File: src/rtl/vcsd_pkg.sv
// ============================================================================
// Voxel column span decoder - shared definitions
// Map geometry, field widths, the fill color and the command and status
// records exchanged between the sequencer and the datapath.
// ============================================================================
package vcsd_pkg;

    localparam int MAP_SIDE    = 512;
    localparam int MAP_HEIGHT  = 64;

    // Column cursor and height iterator widths follow from the map geometry.
    localparam int CUR_W       = $clog2(MAP_SIDE);
    localparam int HT_W        = $clog2(MAP_HEIGHT + 1);

    // Output field widths.
    localparam int XY_W        = 9;
    localparam int Z_W         = 6;
    localparam int COL_W       = 8;

    // Byte position inside a span; a final span can run up to 1028 bytes.
    localparam int POS_W       = 11;

    // Bottom color buffer.
    localparam int BOT_DEPTH   = 64;
    localparam int BOT_AW      = $clog2(BOT_DEPTH);

    // At most this many voxel writes come from one input byte.
    localparam int MAX_RESULTS = 64;
    localparam int CNT_W       = $clog2(MAX_RESULTS + 1);

    // Stream widths.
    localparam int S_TDATA_W   = 8;
    localparam int M_TDATA_W   = 48;
    localparam int M_TUSER_W   = 2;

    // Color of solid voxels below the surface.
    localparam logic [COL_W-1:0] FILL_RED   = 8'd91;
    localparam logic [COL_W-1:0] FILL_GREEN = 8'd64;
    localparam logic [COL_W-1:0] FILL_BLUE  = 8'd64;

    // Height runs that a span header can trigger, in emission order.
    typedef enum logic [1:0] {
        PH_BOT  = 2'd0,
        PH_FILL = 2'd1,
        PH_FIN  = 2'd2
    } phase_t;

    typedef struct packed {
        logic   capture;     // take the input beat and step the span state
        logic   prep;        // work out the height bounds of the pending runs
        logic   h_load;      // start a run at its lower bound
        phase_t load_phase;  // run that h_load starts
        logic   h_inc;       // move to the next height of the current run
        phase_t phase;       // run that is being emitted
        logic   emit;        // load one voxel into the output register
        logic   emit_top;    // the voxel is the single top-run color
        logic   emit_last;   // the voxel closes the results of this beat
    } vcsd_cmd_t;

    typedef struct packed {
        logic top_job;   // the beat being offered completes a top color
        logic span_job;  // the beat being offered resolves a run or ends a column
        logic b_ne;      // bottom run has heights inside the map
        logic f_ne;      // solid fill under the pending span is not empty
        logic n_ne;      // final fill down to the floor is not empty
        logic at_end;    // current height is the last one of its run
        logic cnt_max;   // the next voxel is the last one allowed for this beat
        logic out_free;  // output register can take a voxel this cycle
    } vcsd_stat_t;

endpackage

File: src/rtl/vcsd_ctrl.sv
// ============================================================================
// Voxel column span decoder - sequencer
// Takes input beats and walks the top, bottom, fill and final runs that a
// beat triggers, one voxel per cycle while the output accepts.
// ============================================================================
module vcsd_ctrl (
    input  logic                  aclk,
    input  logic                  aresetn,
    input  logic                  s_tvalid,
    output logic                  s_tready,
    input  vcsd_pkg::vcsd_stat_t  st,
    output vcsd_pkg::vcsd_cmd_t   cmd
);
    import vcsd_pkg::*;

    typedef enum logic [6:0] {
        S_IDLE = 7'b0000001,
        S_TOP  = 7'b0000010,
        S_PREP = 7'b0000100,
        S_LOAD = 7'b0001000,
        S_BOT  = 7'b0010000,
        S_FILL = 7'b0100000,
        S_FIN  = 7'b1000000
    } state_t;

    state_t state_reg, state_next;

    always_comb begin
        state_next = state_reg;
        cmd        = '0;
        cmd.phase      = PH_BOT;
        cmd.load_phase = PH_BOT;
        case (state_reg)
            S_IDLE: begin
                if (s_tvalid) begin
                    cmd.capture = 1'b1;
                    if (st.top_job) begin
                        state_next = S_TOP;
                    end else if (st.span_job) begin
                        state_next = S_PREP;
                    end
                end
            end
            S_TOP: begin
                cmd.emit_top = 1'b1;
                if (st.out_free) begin
                    cmd.emit      = 1'b1;
                    cmd.emit_last = 1'b1;
                    state_next    = S_IDLE;
                end
            end
            S_PREP: begin
                cmd.prep   = 1'b1;
                state_next = S_LOAD;
            end
            S_LOAD: begin
                if (st.b_ne) begin
                    cmd.h_load     = 1'b1;
                    cmd.load_phase = PH_BOT;
                    state_next     = S_BOT;
                end else if (st.f_ne) begin
                    cmd.h_load     = 1'b1;
                    cmd.load_phase = PH_FILL;
                    state_next     = S_FILL;
                end else if (st.n_ne) begin
                    cmd.h_load     = 1'b1;
                    cmd.load_phase = PH_FIN;
                    state_next     = S_FIN;
                end else begin
                    state_next = S_IDLE;
                end
            end
            S_BOT: begin
                cmd.phase = PH_BOT;
                if (st.out_free) begin
                    cmd.emit      = 1'b1;
                    cmd.emit_last = st.cnt_max || (st.at_end && !st.f_ne && !st.n_ne);
                    if (cmd.emit_last) begin
                        state_next = S_IDLE;
                    end else if (st.at_end) begin
                        cmd.h_load = 1'b1;
                        if (st.f_ne) begin
                            cmd.load_phase = PH_FILL;
                            state_next     = S_FILL;
                        end else begin
                            cmd.load_phase = PH_FIN;
                            state_next     = S_FIN;
                        end
                    end else begin
                        cmd.h_inc = 1'b1;
                    end
                end
            end
            S_FILL: begin
                cmd.phase = PH_FILL;
                if (st.out_free) begin
                    cmd.emit      = 1'b1;
                    cmd.emit_last = st.cnt_max || (st.at_end && !st.n_ne);
                    if (cmd.emit_last) begin
                        state_next = S_IDLE;
                    end else if (st.at_end) begin
                        cmd.h_load     = 1'b1;
                        cmd.load_phase = PH_FIN;
                        state_next     = S_FIN;
                    end else begin
                        cmd.h_inc = 1'b1;
                    end
                end
            end
            S_FIN: begin
                cmd.phase = PH_FIN;
                if (st.out_free) begin
                    cmd.emit      = 1'b1;
                    cmd.emit_last = st.cnt_max || st.at_end;
                    if (cmd.emit_last) begin
                        state_next = S_IDLE;
                    end else begin
                        cmd.h_inc = 1'b1;
                    end
                end
            end
            default: begin
                state_next = S_IDLE;
            end
        endcase
    end

    always_ff @(posedge aclk) begin
        if (!aresetn) begin
            state_reg <= S_IDLE;
        end else begin
            state_reg <= state_next;
        end
    end

    assign s_tready = (state_reg == S_IDLE);

    a_last_frees: assert property (@(posedge aclk) disable iff (!aresetn)
        (cmd.emit && cmd.emit_last) |=> s_tready)
        else $error("input not taken after the last voxel of a beat");

    a_top_single: assert property (@(posedge aclk) disable iff (!aresetn)
        (cmd.capture && st.top_job) |=> (cmd.emit_top && !cmd.h_load && !cmd.prep))
        else $error("top color beat did not go straight to its voxel");

endmodule

File: config.mk
export PLATFORM = sky130hd
export DESIGN_NAME = vcsd_ctrl
export DESIGN_NICKNAME = d
export VERILOG_FILES = /design/src/rtl/vcsd_pkg.sv /design/src/rtl/vcsd_ctrl.sv
export SDC_FILE = /design/constraint.sdc
export NUM_CORES = 1
export LEC_CHECK = 0
export BUFFER_PORTS_ARGS = -buffer_cell sky130_fd_sc_hd__buf_2
export CAP_MARGIN = 25
export CORE_AREA = 2 2 39 41
export DETAILED_ROUTE_END_ITERATION = 16
export DIE_AREA = 0 0 41 43
export PLACE_DENSITY = 0.78
export SYNTH_ARGS = -nofsm -noshare
export SYNTH_HDL_FRONTEND = slang
export SYNTH_SLANG_ARGS = --single-unit
File: constraint.sdc
create_clock -name aclk -period 3.1 [get_ports aclk]
set_input_delay 0.155 -clock aclk [delete_from_list [all_inputs] [get_ports aclk]]
set_output_delay 0.155 -clock aclk [all_outputs]
set_load 0.05 [all_outputs]
Word level (Yosys, flattened, before mapping)
Cells that the tools add are included.

Flip-flop bits (word level): 7. Bits of input ports: 11. Output and inout port bits: 12. Logic and storage cells: 69.

Equal/unequal tests: 16. Mux-type cells: 42. Reduce and logical (&&, ||, !) cells: 10.

Operators with widths (number): 7-bit 2-to-1 mux (16); 7-bit case mux with 7 select lines (1); 3-bit case mux with 3 select lines (2); 4-bit 2-to-1 mux (4); 3-bit 2-to-1 mux (5); 1-bit 2-to-1 mux (12); 2-bit != test, second input constant (6); 9-bit AND reduction (1); 7-bit by 1-bit equality test with 1-bit output, second input constant (1); 7-bit by 2-bit equality test with 1-bit output, second input constant (1); 7-bit by 3-bit equality test with 1-bit output, second input constant (1); 7-bit by 4-bit equality test with 1-bit output, second input constant (1); 7-bit by 5-bit equality test with 1-bit output, second input constant (1); 7-bit by 6-bit equality test with 1-bit output, second input constant (1); 7-bit equality test, second input constant (1); 3-bit != test, second input constant (2); 1-bit case mux with 4 select lines (1); 4-bit OR reduction (1); 1-bit logical AND (3); 1-bit logical OR (3); 3-bit by 1-bit != test with 1-bit output, second input constant (1); 1-bit logical NOT (2); 2-bit 2-to-1 mux (1).

Logic depth before layout (Yosys ltp)
Depth in word-level cells: 7. Depth in mapped cells: 6. Mapped depth without buffers: 5.

Worst setup path after synthesis
No wires, ideal clock.

Path kind: flip-flop to flip-flop. From: register state_reg[6]. To: register state_reg[0]. Library setup time: 0.120 ns. Arrival: 3.177 ns. Required time: 2.980 ns. Setup slack: -0.197 ns. Stages on the path, launching flop included: 5. Buffers on the path: 0. Period minus slack after synthesis: 3.297 ns. Cells stage by stage: dfxtp_1 > or4_4 > nor4b_1 > o31ai_1 > a211o_1.

Cells in the longest elaborated chain, start to end: 3. Elaborated cells between the ends (all ways): 18. Those cells by class: eq/ne: 16; mux: 1; reduce/logical: 1.

Ends and longest elaborated chain: from (decl) (RTL line vcsd_ctrl.sv:26) `state_t state_reg, state_next;`; from (signal assigned) (RTL line vcsd_ctrl.sv:132) `state_reg <= state_next;`; 7-bit by 6-bit equality test with 1-bit output (tied with other cells) (RTL line vcsd_ctrl.sv:33) `case (state_reg)`; 3-bit != test (no source line) (tied with other cells); 9-bit AND reduction (no source line).

Several ways; a longest one is shown, not always the timed one. A chain may end at the register's enable or synchronous reset.

==> results.toml <==
[status]
outcome = "finished, final reports clean"

[floorplanning]
dieArea_um2 = 1760
die_h_um = 43
die_w_um = 41
num_rows = 14
core_area_um2 = 1380
start_util = 0.459
io_pins = 23

[timing]
finalSetupTns_ns = 0
period_share = 0.826
min_period_ns = 2.56
setup_ws_ns = 0.538
rsz0062_at_grt = "false"
finalSetupViolCount = 0
slew_viol_final = 0
finClkSkew_ns = 0.00300
tightestPinTransition_ns = 0.738
fmax_mhz = 390
hold_viol_final = 0
slew_headroom = 0.504

[clock_network]
clkLatencyLatePin_ns = 0.25
ctsRootBufferMaster = "clkbuf_4"
numCtsBuffers = 3
h-tree-depth = 1
clkSinkCount = 7
cts_tree = "built"
clk_pin_slew_ns = 0.05
cts_resized = 0
clockBufferDepth = 2
cts_setup_buffers = 0
ctsHoldBuffers = 0

[min_path]
hold_depth = 3
min_path_type = "primary input to flip-flop"

[detailed_routing]
wirelength_mm = 1.55
top_layer = "met4"
drt-met1-wl_um = 684
drt_iter0_markers = 11
wl_met2_um = 804
drt-pass1-iter-count = 4
drc = 0
viasPerCell = 5.82
vias = 698
wl_per_cell_um = 12.9
wl_met3_um = 42
final_antenna_net_count = 0

[power]
ir_drop_mv = 0.363
p_per_area_nw_per_um2 = 469
leakagePower_nw = 0.359

[yosys]
syn_area_um2 = 636
yosysMostFrequentCell = "nor2_1"
ys_warn_count = 0
synth_top_cells_by_count = "nor2_1 (10), dfxtp_1 (7), nand2_1 (6), inv_1 (5), nor3_1 (5)"
ys_types = 39
async_reset_ff_frac = 0
seq_area_frac_synth = 0.220
synth_top_area_frac = 0.220
syn_area_per_cell_um2 = 7.85
synth-edff-count = 0
syn_nets = 92
yosys.area.top_type = "dfxtp_1"
ys_ff_latch = 7
synth_flop_cell = "dfxtp_1"
yosys-top-cells-area = "dfxtp_1 (22%), nor2_1 (5.9%), o32ai_1 (4.1%)"
netlist_instances = 81

[finish]
diodes = 0
stdcell_count = 120
drive_above_1_share = 0.356
synthToLayoutAreaGrowth_pct = 21.5
post-route-util = 0.558
nets = 116
largest_reg_flops = 7
fillCellCount = 139

[global_routing]
track_usage = 0.204
grt_pass1_wl_mm = 2.47
grt_max_degree = 12
grt_pass1_vias = 627
antenna_found_initial = 0
grt-ovfl-total = 0

[placement]
portBuffers = 22
pre_cts_ws_ns = 0.813
place.gp.congestion = 0.773
place_inst = 116
hpwl_mm = 1.24

[job]
max_cap_violations = 0

[setup_path]
crit_fanout = 11
arrival_ns = 2.41
worst_ep_required_time_ns = 2.94
ff2ff_path_depth = 5
critPathCaptureType = "primary output"
startpoint_type = "flip-flop"
crit_type = "flip-flop to primary output"
[layout make-up]
type	count	area, um^2	share of cell area
repair buffers	22	110	0.143
flip-flops and latches	7	140	0.182
multi-input cells	66	457	0.592
inverters	5	18.8	0.0243
well taps	16	20.0	0.0259
clock buffers	4	26.3	0.0340
[through the flow]
stage	total power [W]	hold slack [ns]	cell area (um^2)
2_1_floorplan	0.000245	0.301	642
3_3_place_gp	0.000281	0.458	746
3_5_place_dp	0.000284	0.454	746
4_1_cts	0.000367	0.195	772
5_1_grt	0.000390	0.198	772
6_report	0.000362	0.208	772
[critical path: stages (launching register included)]
cell and delay, ns:
dfxtp_1 0.41, or4_4 0.58, or4b_4 0.56, nor3_1 0.16, a21oi_1 0.07, nor2_1 0.10
buf_2 0.27
[worst paths after layout]
| check | startpoint | endpoint | slack (ns) |
|---|---|---|---|
| hold reg to reg | state_reg[6]$_SDFFE_PN0P_ | state_reg[6]$_SDFFE_PN0P_ | 0.60 |
| setup / recovery | state_reg[5]$_SDFFE_PN0P_ | cmd[7] | 0.54 |
| setup reg to reg | state_reg[5]$_SDFFE_PN0P_ | state_reg[0]$_SDFFE_PN1P_ | 0.87 |
| hold / removal | st[7] | state_reg[1]$_SDFFE_PN0P_ | 0.21 |
[where the power goes]
part / internal [W] / switching [W]
registers: 0.0000990 / 0.0000117
logic: 0.0000616 / 0.000111
clock network: 0.0000489 / 0.0000302
[placed cells by master (no fill, tap or decap)]
cell,count
o2111a_1,1
and3_1,2
nor4b_2,2
o21ai_0,4
xor2_1,1
a32oi_1,2
or2_1,1
nor2_1,10
o2111ai_1,1
or2b_2,1
o32ai_1,3
nor4b_1,1
nor2_2,1
o22ai_1,1
a21o_2,1
clkbuf_1,1
nand2_1,6
or3b_2,1
a211o_1,1
nor3_1,5
o211a_1,1
or2_2,1
or4_4,2
and4b_1,1
o221ai_1,1
inv_1,5
a21oi_1,3
buf_2,22
nand2b_1,1
dfxtp_1,7
clkbuf_4,3
o21a_1,2
and2_1,1
o32ai_2,1
or4b_4,1
xnor2_1,1
and3_2,1
nor4_1,2
o31ai_1,2
[per-layer routing]
metal,GRT usage,vias up
met4,0.127,0
met1,0.256,320
met3,0.0314,2
met2,0.309,17
li1,-,359
met5,0,-
[cell families (layout without fill, tap and decap cells)]
| kind of cell | Yosys count | in the layout | share of synthesized area |
|---|---|---|---|
| and+or+nand+nor | 40 | 40 | 0.386 |
| AOI/OAI and AO/OA | 24 | 24 | 0.295 |
| buffers and inverters | 8 | 31 | 0.0709 |
| DFF | 7 | 7 | 0.220 |
| xor gates and xnor gates | 2 | 2 | 0.0276 |
(Power assumes the default switching activity.)
